--- src/sv/uf_pkg.sv ---
// ----------------------------------------------------------------------------
// uf_pkg
// Shared types and constants for the union-find engine: field widths,
// controller states and the command and status groups between the
// controller and the datapath.
// ----------------------------------------------------------------------------
package uf_pkg;

  localparam int ELEM_W           = 10;
  localparam int SIZE_W           = 11;
  localparam int DEF_NUM_ELEMENTS = 1024;

  typedef enum logic [2:0] {
    ST_CLEAR,
    ST_IDLE,
    ST_A_CHK,
    ST_A_GRD,
    ST_B_CHK,
    ST_B_GRD,
    ST_MERGE,
    ST_EMIT
  } uf_state_t;

  typedef struct packed {
    logic clr_write;  // write one identity entry of the clearing pass
    logic load_in;    // take the request and read parent of elem_a
    logic a_root;     // root of elem_a found, start the walk of elem_b
    logic hop_read;   // read the grandparent
    logic hop_write;  // shorten the link and step to the grandparent
    logic b_root;     // root of elem_b found
    logic merge;      // link root_b under root_a, add the counts
    logic load_out;   // move the result into the output register
  } uf_cmd_t;

  typedef struct packed {
    logic clr_last;
    logic is_root;
    logic merge_needed;
    logic out_free;
  } uf_stat_t;

endpackage

--- src/sv/uf_ctrl.sv ---
// ----------------------------------------------------------------------------
// uf_ctrl
// Controller: sequences the clearing pass, the two root walks with path
// halving, the optional merge and the handoff to the output register.
// ----------------------------------------------------------------------------
module uf_ctrl (
  input  logic            clk,
  input  logic            rst,
  input  logic            req_valid,
  output logic            req_ready,
  input  uf_pkg::uf_stat_t stat,
  output uf_pkg::uf_cmd_t  cmd
);
  import uf_pkg::*;

  uf_state_t state, state_next;

  always_ff @(posedge clk) begin
    if (rst) begin
      state <= ST_CLEAR;
    end else begin
      state <= state_next;
    end
  end

  always_comb begin
    state_next = state;
    cmd        = '0;
    req_ready  = 1'b0;
    unique case (state)
      ST_CLEAR: begin
        cmd.clr_write = 1'b1;
        if (stat.clr_last) state_next = ST_IDLE;
      end
      ST_IDLE: begin
        req_ready = 1'b1;
        if (req_valid) begin
          cmd.load_in = 1'b1;
          state_next  = ST_A_CHK;
        end
      end
      ST_A_CHK: begin
        if (stat.is_root) begin
          cmd.a_root = 1'b1;
          state_next = ST_B_CHK;
        end else begin
          cmd.hop_read = 1'b1;
          state_next   = ST_A_GRD;
        end
      end
      ST_A_GRD: begin
        cmd.hop_write = 1'b1;
        state_next    = ST_A_CHK;
      end
      ST_B_CHK: begin
        if (stat.is_root) begin
          cmd.b_root = 1'b1;
          state_next = stat.merge_needed ? ST_MERGE : ST_EMIT;
        end else begin
          cmd.hop_read = 1'b1;
          state_next   = ST_B_GRD;
        end
      end
      ST_B_GRD: begin
        cmd.hop_write = 1'b1;
        state_next    = ST_B_CHK;
      end
      ST_MERGE: begin
        cmd.merge  = 1'b1;
        state_next = ST_EMIT;
      end
      ST_EMIT: begin
        if (stat.out_free) begin
          cmd.load_out = 1'b1;
          state_next   = ST_IDLE;
        end
      end
      default: state_next = ST_CLEAR;
    endcase
  end

endmodule

--- config.mk ---
export PLATFORM = sky130hd
export DESIGN_NAME = uf_ctrl
export DESIGN_NICKNAME = d
export VERILOG_FILES = /design/src/sv/uf_pkg.sv /design/src/sv/uf_ctrl.sv
export SDC_FILE = /design/constraint.sdc
export NUM_CORES = 1
export LEC_CHECK = 0
export ABC_CLOCK_PERIOD_IN_PS = 1400
export BUFFER_PORTS_ARGS = -buffer_cell sky130_fd_sc_hd__buf_2
export CAP_MARGIN = 20
export CELL_PAD_IN_SITES_DETAIL_PLACEMENT = 1
export CELL_PAD_IN_SITES_GLOBAL_PLACEMENT = 2
export CORE_MARGIN = 2
export CORE_UTILIZATION = 19
export DETAILED_ROUTE_END_ITERATION = 10
export PLACE_DENSITY = 0.74
export SYNTH_ARGS = -nofsm -noshare
export SYNTH_HDL_FRONTEND = slang
export SYNTH_SLANG_ARGS = --single-unit
--- constraint.sdc ---
create_clock -name clk -period 1.4 [get_ports clk]
set_input_delay 0.14 -clock clk [delete_from_list [all_inputs] [get_ports clk]]
set_output_delay 0.14 -clock clk [all_outputs]
set_load 0.03 [all_outputs]
# Word level (Yosys, flattened, before mapping)
# Cells that the tools add are included.
[word_totals]
reg_bits = 3
input_bits = 7
out_inout_bits = 9
[classes]
eq_ne = 10
n_mux = 20
reduce_logical = 4
[op_table]
columns = ["cell", "n"]
rows = [
  ["$pmux 3 s8", 1],
  ["$mux 1", 14],
  ["$eq 3x3->1 const B", 4],
  ["$mux 3", 4],
  ["$eq 3x2->1 const B", 2],
  ["$ne 2x2->1 const B", 3],
  ["$reduce_or 2->1", 2],
  ["$eq 3x1->1 const B", 1],
  ["$logic_not 3->1", 1],
  ["$reduce_and 3->1", 1],
  ["$mux 2", 1],
]

# Logic depth before layout (Yosys ltp)
# Gate-level depths: netlist of run 1.
[logic_depth]
ltp_word = 3
depth_mapped = 4

# Worst setup path after synthesis of run 1
# No wires, ideal clock.
[synth_timing]
path_kind = "reg-to-output"
start = "register state[2]"
end = "output cmd[2] in the netlist's numbering"
arrival_time_ps = 1486
required_time_ps = 1260
setup_slack_ps = -226
stages_incl_launch_ff = 3
n_path_buf = 1
cell_sequence = "dfxtp_1 > buf_4 > nor4bb_1"
[synth_rtl]
columns = ["item", "line_no", "source"]
rows = [
  ["start: declaration", "uf_ctrl.sv:16", "uf_state_t state, state_next;"],
  ["start signal: assignment", "uf_ctrl.sv:22", "state <= state_next;"],
  ["end: declaration", "uf_ctrl.sv:12", "output uf_pkg::uf_cmd_t cmd"],
]

==> summary.md, run 1 <==
| Metric | Value |
|---|---|
| Worst-Skew Late Latency | `~0.23 ns` |
| Port bufs | `15` |
| Gate Count Post-Synth | `33` |
| Synth Warn # | `0` |
| Post-synth top area share | `between 20 and 25%` |
| Core Region | `1300 um^2` |
| Via Count | `between 300 and 400` |
| Comb power frac | `47.6%` |
| RSZ-0062 raised after global routing | `false` |
| Worst hold-check path type | `in2reg` |
| Final-layout fill cell count | `173` |
| Starting Density | `between 20% and 30%` |
| 1st-iter DRT viols | `0` |
| Post-DP HPWL | `507 um` |
| Number of flip-flops in the largest register | `3` |
| Post-synth ARST share | `0%` |
| Share of layout cells above drive strength 1 | `approximately 54%` |
| Largest net degree at the start of global routing | `15` |
| Register Area | `about 69 um^2` |
| Vias in the first global route | `approximately 260` |
| Fin util | `31.0%` |
| Pwr Density | `~1600 nW/um^2` |
| Switching Fraction | `44.1%` |
| # diodes | `0` |
| Status | `completed` |
| Crit end category | `primary output` |
| Net switching power | `between 200 and 300 uW` |
| Total power | `between 600 and 700 uW` |
| Die area | `approximately 1700 um^2` |
| Slew headroom | `between 80% and 90%` |
| Multi-input logic area | `about 200 um^2` |
| Syn avg cell area | `7.92 um^2` |
| Max Cap Violations | `0` |
| Crit start category | `flop` |
| Crit path DAT | `1.19 ns` |
| Cts bufs inserted | `3` |
| IO Count | `16` |
| Max Clock Freq | `about 0.75 GHz` |
| Reg2reg end | `state[0]$_SDFFE_PP0P_` |
| Drt drc | `0` |
| DRT Wirelength | `about 680 um` |
| Period minus WS final | `approximately 1.3 ns` |
| Cells on worst reg2reg path | `3` |
| Routed WL per cell | `about 10 um` |
| Htree depth | `1` |
| Area grow syn2layout | `54.1%` |
| Clock Skew | `around 0.00009 ns` |
| Hold Crit Start | `rst` |
| Hold buffers post-CTS | `0` |
| Worst EP required | `between 1 and 1.5 ns` |
| Count of state elements after synthesis | `3` |
| Reg2Reg Launch Point | `state[2]$_SDFFE_PP0P_` |
| CTS tree | `done` |
| Root buffer cell | `clkbuf_4` |
| Cell taking the most area after synthesis | `dfxtp_1` |
| Setup bufs post-CTS | `0` |
| Chip width | `between 40 and 50 um` |
| Flop pwr share | `about 29%` |
| Top reg by flops | `state` |
| Post-synth top cells | `dfxtp_1, nand2_1, nor2_1, nor3_1` |
| Leakage | `between 0.15 and 0.2 nW` |
| Int Pwr | `roughly 360 uW` |
| Global-route wire length before repair | `1060 um` |
| Top flop regs | `state x3` |
| GRT Overall Usage | `10.4%` |
| VDD IR-drop max | `slightly below 600 uV` |
| Critical path class | `reg2out` |
| Flop-to-flop setup slack | `~0.32 ns` |
| Least-Margin Pin Slew | `about 0.22 ns` |
| CTS Sinks | `3` |
| Antenna Nets Post-Route | `0` |
| FP Rows | `13` |
| Crit path max fanout | `10` |
| Cell area after synthesis | `262 um^2` |
| # setup viols final | `0` |
| Top_reg_cell synth | `dfxtp_1` |
| Endpoint, Worst Hold | `state[0]$_SDFFE_PP0P_` |
| Unique masters post-synth | `22` |
| Count of pins over their slew limit | `0` |
| Synth area leaders | `dfxtp_1, nor3_1, a211oi_1` |
| Final Hold Vio Count | `0` |
| GRT overflow | `0` |
| Post-synth EDFFs | `0` |
| Clock share of power | `a little under a quarter` |
| Total Neg Setup Slack | `0 ns` |
| Syn Nets | `40` |
| Vias per inst | `4.68` |
| Fin nets | `58` |
| Clock tree buffer depth | `2` |
| Clock-pin slew on the worst setup and hold paths | `0.04 ns` |
| Initial antenna violation count | `0` |
| Placer Congestion | `0.621` |
| Hold depth | `2` |
| Die Span Y | `about 41 um` |
| Drt pass-1 iters | `1` |
| Final Cycle Share | `about 95%` |
| Sequential share of the synthesized area | `between 20 and 25%` |
-- layer usage --
| layer | wire length (um) | track usage [%] | vias to the layer above |
|---|---|---|---|
| met5 | 0 | 0 | - |
| li1 | - | - | 152 |
| met4 | 25 | 12.1 | 0 |
| met3 | 45 | 3.26 | 4 |
| met2 | 311 | 15.2 | 10 |
| met1 | 301 | 10.9 | 138 |
-- cell type report --
type                       instances  area share [%]
multi-input combinational         26            49.7
inverter                           1           0.932
timing repair buffer              16            21.1
clock buffer                       4            6.52
tap                               15            4.66
sequential                         3            17.1
-- metrics by stage --
| stage | cells | hold slack (ns) | setup slack, ns | area [um^2] |
|---|---|---|---|---|
| after detailed placement | 61 | 0.352 | 0.107 | 365 |
| after global placement | 61 | 0.344 | 0.109 | 365 |
| after CTS | 65 | 0.0974 | 0.0182 | 395 |
| after floorplan | 33 | 0.206 | 0.0112 | 284 |
| after global routing | 65 | 0.104 | 0.00131 | 403 |
| final | 65 | 0.104 | 0.0655 | 403 |
-- cell usage in the layout (no fill, tap or decap), drive strengths merged, types with 2 or more instances in the layout --
master and instances:
buf 16, nor2b 2, nor2 3, nand2 3, nor3 3, dfxtp 3, a211oi 2, clkbuf 4
-- cells by family after synthesis --
family                    Yosys count  share of synthesized area [%]
and+or+nand+nor                    16                           35.9
AOI/OAI and AO/OA                   9                           28.7
buffers and inverters               4                           9.09
DFF                                 3                           23.0
xor gates and xnor gates            1                           3.35
-- power by group through the flow --
stage	clock (mW)	combinational [mW]	sequential, mW
CTS	0.160	0.302	0.182
finish	0.152	0.306	0.186
detailed placement	0	0.301	0.179
global route	0.164	0.331	0.196
floorplan	0	0.286	0.127
global placement	0	0.301	0.178
-- worst max path at each step --
stage | start | to | cells after the start
2_1_floorplan | state[1]$_SDFFE_PP0P_ | cmd[5] | 3
3_3_place_gp | state[2]$_SDFFE_PP0P_ | cmd[2] | 2
3_5_place_dp | state[2]$_SDFFE_PP0P_ | cmd[3] | 3
4_1_cts | state[0]$_SDFFE_PP0P_ | cmd[7] | 3
5_1_grt | state[0]$_SDFFE_PP0P_ | cmd[6] | 3
6_report | state[0]$_SDFFE_PP0P_ | cmd[7] | 3
-- worst max-delay path: stages (launching register included) --
cell and delay [ns]:
dfxtp_2 0.36, buf_4 0.17, nor3_2 0.23, buf_4 0.20
-- what timing repair did --
| item | in CTS | in global routing |
|---|---|---|
| resized for setup | 3 | 4 |
| cloned | 0 | 0 |
| setup endpoints to repair | 8 | 4 |
(Power assumes the default switching activity.)
==> run 2: changes to the inputs <==
--- a/config.mk
+++ b/config.mk
@@ -8,12 +8,12 @@
 export ABC_CLOCK_PERIOD_IN_PS = 1400
 export BUFFER_PORTS_ARGS = -buffer_cell sky130_fd_sc_hd__buf_2
 export CAP_MARGIN = 20
-export CELL_PAD_IN_SITES_DETAIL_PLACEMENT = 1
-export CELL_PAD_IN_SITES_GLOBAL_PLACEMENT = 2
-export CORE_MARGIN = 2
-export CORE_UTILIZATION = 19
+export CELL_PAD_IN_SITES_DETAIL_PLACEMENT = 0
+export CELL_PAD_IN_SITES_GLOBAL_PLACEMENT = 1
+export CORE_AREA = 2 2 39 41
 export DETAILED_ROUTE_END_ITERATION = 10
-export PLACE_DENSITY = 0.74
+export DIE_AREA = 0 0 41 43
+export PLACE_DENSITY = 0.61
 export SYNTH_ARGS = -nofsm -noshare
 export SYNTH_HDL_FRONTEND = slang
 export SYNTH_SLANG_ARGS = --single-unit
==> run 2 against run 1 <==
  * Combinational power fell by 3%
  * Sequential power decreased by 4%
  * Clock-buffer cell count stayed put
  * Via count fell by 4.3%
  * First-iteration DRC count unchanged
  * Flip-flop and latch count is the same
  * Core utilization fell by 2.1 points
  * Clock skew is 0.00055 ns higher
  * Hold slack got worse by 0.0013 ns
  * Critical path type unchanged
  * Worst setup slack gained 0.038 ns
  * Critical path depth is the same
==> summary.md, run 2 (synthesis results as in run 1) <==
| Metric | Value |
|---|---|
| Hold buffers post-CTS | `0 (unchanged)` |
| DRT Wirelength | `598 um (was 682 um)` |
| Reg2Reg Launch Point | `state[1]$_SDFFE_PP0P_ (was state[2]$_SDFFE_PP0P_)` |
| Core Region | `1380 um^2 (was 1300 um^2)` |
| Slew headroom | `81.5% (was 85.4%)` |
| Drt pass-1 iters | `1 (unchanged)` |
| Starting Density | `18.9% (was 20.1%)` |
| Max Clock Freq | `0.771 GHz (was 0.749 GHz)` |
| Total Neg Setup Slack | `0 ns (unchanged)` |
| Count of pins over their slew limit | `0 (unchanged)` |
| Max Cap Violations | `0 (unchanged)` |
| Hold Crit Start | `rst (unchanged)` |
| GR Util met3 | `1.57% (was 3.26%)` |
| Setup bufs post-CTS | `0 (unchanged)` |
| Number of flip-flops in the largest register | `3 (unchanged)` |
| Critical path class | `reg2out (unchanged)` |
| GRT Overall Usage | `8.42% (was 10.4%)` |
| Die area | `1760 um^2 (was 1690 um^2)` |
| Period minus WS final | `1.30 ns (was 1.33 ns)` |
| Reg2reg end | `state[0]$_SDFFE_PP0P_ (unchanged)` |
| Clock-pin slew on the worst setup and hold paths | `0.04 ns (about the same)` |
| Least-Margin Pin Slew | `0.278 ns (was 0.217 ns)` |
| Final Hold Vio Count | `0 (unchanged)` |
| Top flop regs | `state x3 (unchanged)` |
| CTS Sinks | `3 (unchanged)` |
| VDD IR-drop max | `444 uV (was 596 uV)` |
| Post-route cell area | `399 um^2 (was 403 um^2)` |
| Met1 Use GR | `10.2% (was 10.9%)` |
| # diodes | `0 (unchanged)` |
| Crit path max fanout | `14 (was 10)` |
| Worst EP required | `1.26 ns (about the same)` |
| Fin nets | `58 (unchanged)` |
| Most Crowded Layer GR | `met2 (unchanged)` |
| Vias per inst | `4.41 (was 4.68)` |
| Via Count | `291 (was 304)` |
| Antenna Nets Post-Route | `0 (unchanged)` |
| Area grow syn2layout | `52.6% (was 54.1%)` |
| Largest net degree at the start of global routing | `15 (unchanged)` |
| Status | `completed (unchanged)` |
| Port bufs | `15 (unchanged)` |
| Commonest cells after routing, fill and taps aside | `buf_2, nand2_1, nor2_1, clkbuf_4 (unchanged)` |
| Htree depth | `1 (unchanged)` |
| Clock tree buffer depth | `2 (unchanged)` |
| IO Count | `16 (unchanged)` |
| Routed WL per cell | `9.06 um (was 10.5 um)` |
| Crit path DAT | `1.16 ns (was 1.19 ns)` |
| Cts bufs inserted | `3 (unchanged)` |
| Die Span Y | `43 um (was 41.1 um)` |
| RSZ-0062 raised after global routing | `false (unchanged)` |
| Endpoint, Worst Hold | `state[0]$_SDFFE_PP0P_ (unchanged)` |
| Top reg by flops | `state (unchanged)` |
| Placed Cells | `62 (was 61)` |
| FP Rows | `14 (was 13)` |
| CTS tree | `done (unchanged)` |
| Global-route wire length before repair | `993 um (was 1060 um)` |
| GR Util met2 | `11.6% (was 15.2%)` |
| Root buffer cell | `clkbuf_4 (unchanged)` |
| Worst-path cell chain | `xnor2_1 -> nor2b_1 -> buf_2 (was buf_4 -> nor3_2 -> buf_4)` |
| Chip width | `41 um (was 41.1 um)` |
| CP max-delay cell | `dfxtp_2 (unchanged)` |
| Total power | `626 uW (was 643 uW)` |
| Area post-placement | `367 um^2 (was 365 um^2)` |
| Commonest non-fill, non-tap cell in the layout | `buf_2 (unchanged)` |
| Flop-to-flop setup slack | `0.33 ns (was 0.32 ns)` |
| Hold depth | `2 (unchanged)` |
| Crit end category | `primary output (unchanged)` |
| GRT overflow | `0 (unchanged)` |
| Placer Congestion | `0.636 (was 0.621)` |
| Final Instance Count excl. Fillers | `66 (was 65)` |
| Clock Skew | `0.000636 ns (was 0.0000901 ns)` |
| Leakage | `0.178 nW (was 0.179 nW)` |
| 1st-iter DRT viols | `0 (unchanged)` |
| Crit start category | `flop (unchanged)` |
| Delay of the slowest critical-path stage | `0.48 ns (was 0.36 ns)` |
| Drt drc | `0 (unchanged)` |
| Worst hold-check path type | `in2reg (unchanged)` |
| Share of layout cells above drive strength 1 | `54.0% (unchanged)` |
| Final hold slack | `0.103 ns (was 0.104 ns)` |
| Worst-Skew Late Latency | `0.23 ns (about the same)` |
| # setup viols final | `0 (unchanged)` |
| Cells on worst reg2reg path | `3 (unchanged)` |
| Final Cycle Share | `92.6% (was 95.3%)` |
| Pwr Density | `1570 nW/um^2 (was 1600 nW/um^2)` |
| Initial antenna violation count | `0 (unchanged)` |
| Vias in the first global route | `278 (was 257)` |
==> run 2: cell counts in the layout (fill, tap and decap cells not counted) <==
No cell type changed its count.
==> run 2: per-stage QoR <==
stage / util [%] / setup WS (ns)
global placement: 26.5 / 0.139
CTS: 28.7 / 0.0576
global route: 28.8 / 0.000708
floorplan: - / 0.0112
detailed placement: 26.5 / 0.127
finish: 28.8 / 0.104
==> run 2: layer usage <==
layer / up-vias / part of all wire [%] / wire length [um]
li1: 157 / - / -
met1: 125 / 42 / 250
met2: 9 / 49 / 291
met3: 0 / 9.2 / 55
met4: 0 / 0 / 0
met5: - / 0 / 0
==> run 2: how the worst max path moves through the flow <==
| stage | startpoint | to | slack [ns] | cells past startpoint |
|---|---|---|---|---|
| floorplan | state[1]$_SDFFE_PP0P_ | cmd[5] | 0.01 | 3 |
| global placement | state[2]$_SDFFE_PP0P_ | cmd[2] | 0.14 | 2 |
| detailed placement | state[2]$_SDFFE_PP0P_ | cmd[2] | 0.13 | 2 |
| CTS | state[2]$_SDFFE_PP0P_ | cmd[2] | 0.06 | 2 |
| global route | state[1]$_SDFFE_PP0P_ | cmd[3] | 0.0007 | 3 |
| finish | state[1]$_SDFFE_PP0P_ | cmd[3] | 0.10 | 3 |
==> run 2: layout make-up <==
| class | count | area, um^2 |
|---|---|---|
| Timing Repair Buffer | 16 | 82.6 |
| Multi-Input combinational cell | 26 | 200 |
| Clock buffer | 4 | 26.3 |
| Fill cell | 161 | 985 |
| Tap cell | 16 | 20.0 |
| Sequential cell | 3 | 66.3 |
| Inverter | 1 | 3.75 |
==> run 2: power by group <==
part,total [mW],internal [mW],switching (mW)
combinational,0.297,0.132,0.165
sequential,0.179,0.112,0.0669
clock,0.150,0.107,0.0431
==> run 2: worst max-delay path, delay by kind of cell, from the launching register on <==
kind                   cells  cell delay (ns)
flip-flops                 1             0.48
buffers and inverters      1             0.20
XOR/XNOR                   1             0.14
AND/OR/NAND/NOR            1             0.11
==> run 2: repair_timing <==
item | 4_1_cts | 5_1_grt
endpoints found under the hold margin | 0 | 0
endpoints found under the setup margin | 7 | 2
gates resized for setup | 3 | 1
==> run 3: changes to the inputs <==
--- a/config.mk
+++ b/config.mk
@@ -5,6 +5,7 @@
 export SDC_FILE = /design/constraint.sdc
 export NUM_CORES = 1
 export LEC_CHECK = 0
+export ABC_AREA = 1
 export ABC_CLOCK_PERIOD_IN_PS = 1400
 export BUFFER_PORTS_ARGS = -buffer_cell sky130_fd_sc_hd__buf_2
 export CAP_MARGIN = 20
@@ -13,7 +14,7 @@
 export CORE_AREA = 2 2 39 41
 export DETAILED_ROUTE_END_ITERATION = 10
 export DIE_AREA = 0 0 41 43
-export PLACE_DENSITY = 0.61
+export PLACE_DENSITY = 0.7
 export SYNTH_ARGS = -nofsm -noshare
 export SYNTH_HDL_FRONTEND = slang
 export SYNTH_SLANG_ARGS = --single-unit
==> run 3 against run 2 <==
  * Die area stayed put
  * Register-to-register slack better by 0.03 ns
  * Cell area rose by 7.5%
  * Non-clock buffer count down 1
  * Wire length grew 23%
  * Maximum frequency up 0.16%
  * Core utilization grew 2.2 points
  * Synthesized cell count increased by 61%
  * Cell count grew 32%
  * Worst setup slack gained 0.0021 ns
  * Power fell by 39%
  * Critical path type unchanged
  * Highest routed layer unchanged
==> summary.md, run 3 <==
| Metric | Value |
|---|---|
| Metal3 WL | `45 um (was 55 um)` |
| Commonest cells after routing, fill and taps aside | `buf_2, nand2_1, inv_1 (was buf_2, nand2_1, nor2_1, clkbuf_4)` |
| Share of layout cells above drive strength 1 | `45.1% (was 54.0%)` |
| Crit end category | `primary output (unchanged)` |
| # setup viols final | `0 (unchanged)` |
| Hold depth | `2 (unchanged)` |
| # diodes | `0 (unchanged)` |
| Die area | `1760 um^2 (unchanged)` |
| Post-DP HPWL | `638 um` |
| Cell taking the most area after synthesis | `dfxtp_1 (unchanged)` |
| Placer Congestion | `0.729 (was 0.636)` |
| Largest net degree at the start of global routing | `10 (was 15)` |
| Max Clock Freq | `0.773 GHz (was 0.771 GHz)` |
| Unique masters post-synth | `18 (was 22)` |
| Register Area | `63.8 um^2 (was 66.3 um^2)` |
| Placed Cells | `83 (was 62)` |
| CP max-delay cell | `dfxtp_2 (unchanged)` |
| Final hold slack | `0.0958 ns (was 0.103 ns)` |
| Syn Nets | `60 (was 40)` |
| Count of pins over their slew limit | `0 (unchanged)` |
| Cells on worst reg2reg path | `6 (was 3)` |
| Clock Skew | `0.00172 ns (was 0.000636 ns)` |
| Drt drc | `0 (unchanged)` |
| Port bufs | `15 (unchanged)` |
| Synth area leaders | `dfxtp_1, nand2_1, inv_1 (was dfxtp_1, nor3_1, a211oi_1)` |
| Clock-pin slew on the worst setup and hold paths | `0.03 ns (was 0.04 ns)` |
| Syn avg cell area | `5.90 um^2 (was 7.92 um^2)` |
| Drt pass-1 iters | `4 (was 1)` |
| GRT overflow | `0 (unchanged)` |
| DRT Wirelength | `733 um (was 598 um)` |
| Pwr Density | `891 nW/um^2 (was 1570 nW/um^2)` |
| Endpoint, Worst Hold | `state[1]$_SDFFE_PP0P_ (was state[0]$_SDFFE_PP0P_)` |
| CTS Sinks | `3 (unchanged)` |
| Total Neg Setup Slack | `0 ns (unchanged)` |
| RSZ-0062 raised after global routing | `false (unchanged)` |
| Post-synth top cells | `nand2_1, inv_1, nor2_1 (was dfxtp_1, nand2_1, nor2_1, nor3_1)` |
| Worst-path cell chain | `nor2_4 -> nand2_1 -> a21oi_1 -> buf_4 (was xnor2_1 -> nor2b_1 -> buf_2)` |
| Crit path buffers/inverters | `1 (unchanged)` |
| FP Rows | `14 (unchanged)` |
| Crit path DAT | `1.15 ns (was 1.16 ns)` |
| Period minus WS final | `1.29 ns (was 1.30 ns)` |
| Top-count cell post-synth | `nand2_1` |
| Top delay family on crit path | `flip-flops (unchanged)` |
| Slew headroom | `87.0% (was 81.5%)` |
| GRT Overall Usage | `10.8% (was 8.42%)` |
| IO Count | `16 (unchanged)` |
| Antenna Nets Post-Route | `0 (unchanged)` |
| Number of flip-flops in the largest register | `3 (unchanged)` |
| Crit path max fanout | `5 (was 14)` |
| Status | `completed (unchanged)` |
| Delay of the slowest critical-path stage | `0.35 ns (was 0.48 ns)` |
| Hold buffers post-CTS | `0 (unchanged)` |
| Post-synth top area share | `19.2% (was 23.0%)` |
| M1 WL | `321 um (was 250 um)` |
| Int Pwr | `245 uW (was 351 uW)` |
| Via Count | `376 (was 291)` |
| Flop-to-flop setup slack | `0.36 ns (was 0.33 ns)` |
| Net switching power | `138 uW (was 275 uW)` |
| Die Span Y | `43 um (unchanged)` |
| Least-Margin Pin Slew | `0.194 ns (was 0.278 ns)` |
| Htree depth | `1 (unchanged)` |
| Switching Fraction | `36.1% (was 44.0%)` |
| Hold Crit Start | `rst (unchanged)` |
| Critical path class | `reg2out (unchanged)` |
| Area grow syn2layout | `37.2% (was 52.6%)` |
| Crit start category | `flop (unchanged)` |
| Top_reg_cell synth | `dfxtp_1 (unchanged)` |
| Clock tree buffer depth | `2 (unchanged)` |
| Chip width | `41 um (unchanged)` |
| Leakage | `0.253 nW (was 0.178 nW)` |
| Worst EP required | `1.26 ns (about the same)` |
| Multi-input logic area | `194 um^2 (was 200 um^2)` |
| Max Cap Violations | `0 (unchanged)` |
| Count of state elements after synthesis | `3 (unchanged)` |
| Final Hold Vio Count | `0 (unchanged)` |
| Commonest non-fill, non-tap cell in the layout | `buf_2 (unchanged)` |
| Post-synth ARST share | `0% (unchanged)` |
| Final Instance Count excl. Fillers | `87 (was 66)` |
| Core Region | `1380 um^2 (unchanged)` |
| Top reg by flops | `state (unchanged)` |
| Sequential share of the synthesized area | `19.2% (was 23.0%)` |
| Post-synth EDFFs | `0 (unchanged)` |
| Cell area after synthesis | `313 um^2 (was 262 um^2)` |
| Top flop regs | `state x3 (unchanged)` |
| 1st-iter DRT viols | `6 (was 0)` |
| Root buffer cell | `clkbuf_4 (unchanged)` |
| Flop pwr share | `27.7% (was 28.6%)` |
| Final-layout fill cell count | `154 (was 161)` |
| Gate Count Post-Synth | `53 (was 33)` |
| Synth Warn # | `0 (unchanged)` |
| Clock share of power | `39.5% (was 23.9%)` |
| Final Cycle Share | `92.4% (was 92.6%)` |
| Reg2reg end | `state[1]$_SDFFE_PP0P_ (was state[0]$_SDFFE_PP0P_)` |
| VDD IR-drop max | `302 uV (was 444 uV)` |
| Worst hold-check path type | `in2reg (unchanged)` |
| CTS tree | `done (unchanged)` |
| Comb power frac | `32.8% (was 47.4%)` |
| Reg2Reg Launch Point | `state[2]$_SDFFE_PP0P_ (was state[1]$_SDFFE_PP0P_)` |
| Highest Signal Layer | `met3 (unchanged)` |
| Routed WL per cell | `8.43 um (was 9.06 um)` |
| Starting Density | `22.6% (was 18.9%)` |
| Global-route wire length before repair | `1260 um (was 993 um)` |
| Initial antenna violation count | `0 (unchanged)` |
| Fin nets | `79 (was 58)` |
| Cts bufs inserted | `3 (unchanged)` |
| Vias in the first global route | `316 (was 278)` |
| Worst-Skew Late Latency | `0.23 ns (about the same)` |
| Metal2 WL | `366 um (was 291 um)` |
| Vias per inst | `4.32 (was 4.41)` |
-- run 3: changes by cell type after synthesis, sizes merged, moves of 2 or more --
cell    before  now
buf          3    1
nand2        3   13
nor3         3    0
inv          1   12
nand3        0    5
nor2b        2    0
a211oi       2    0
nor2         3   10
a21oi        1    6
-- run 3: power groups by stage --
stage               clock network, mW  registers [mW]  logic [mW]
floorplan                           0          0.0971       0.109
global placement                    0           0.106       0.128
detailed placement                  0           0.106       0.127
CTS                             0.158           0.105       0.128
global route                    0.180           0.107       0.142
finish                          0.151           0.106       0.125
-- run 3: timing repair --
action                                  in CTS  in global routing
gates cloned                                 0                  0
gates resized for setup                      2                  2
pin swaps                                    0                  1
setup buffers                                0                  0
endpoints found under the setup margin       2                  4
-- run 3: final cells by class --
cell class | count | area share [%]
Clock buffer | 4 | 6.12
Inverter | 12 | 11.1
Multi-Input combinational cell | 37 | 45.2
Sequential cell | 3 | 14.9
Tap cell | 16 | 4.66
Timing Repair Buffer | 15 | 18.1
-- run 3: cell families (layout without fill, tap and decap cells) --
family | Yosys count | after routing | share of synthesized area, %
and+or+nand+nor | 30 | 30 | 49.6
buffers and inverters | 13 | 31 | 18.8
AOI/OAI and AO/OA | 7 | 7 | 12.4
DFF | 3 | 3 | 19.2
-- run 3: through the flow --
stage	setup slack (ns)	util, %	power, mW	area [um^2]
after floorplan	0.106	-	0.206	313
after global placement	0.253	28.7	0.233	397
after detailed placement	0.241	28.7	0.232	397
after CTS	0.0155	30.8	0.391	427
after global routing	0.0163	31.0	0.430	429
final	0.106	31.0	0.383	429
-- run 3: worst max-delay path by stage --
stage                     startpoint     end  depth (start not counted)
2_1_floorplan  state[0]$_SDFFE_PP0P_  cmd[4]                          4
3_3_place_gp   state[1]$_SDFFE_PP0P_  cmd[4]                          5
3_5_place_dp   state[0]$_SDFFE_PP0P_  cmd[4]                          4
4_1_cts        state[1]$_SDFFE_PP0P_  cmd[4]                          5
5_1_grt        state[0]$_SDFFE_PP0P_  cmd[4]                          4
6_report       state[1]$_SDFFE_PP0P_  cmd[4]                          4
-- run 3: routing by layer --
metal | track usage [%] | vias to the layer above
met5 | 0 | -
met4 | 8.00 | 0
met3 | 4.71 | 0
met2 | 15.3 | 12
met1 | 12.1 | 164
li1 | - | 200
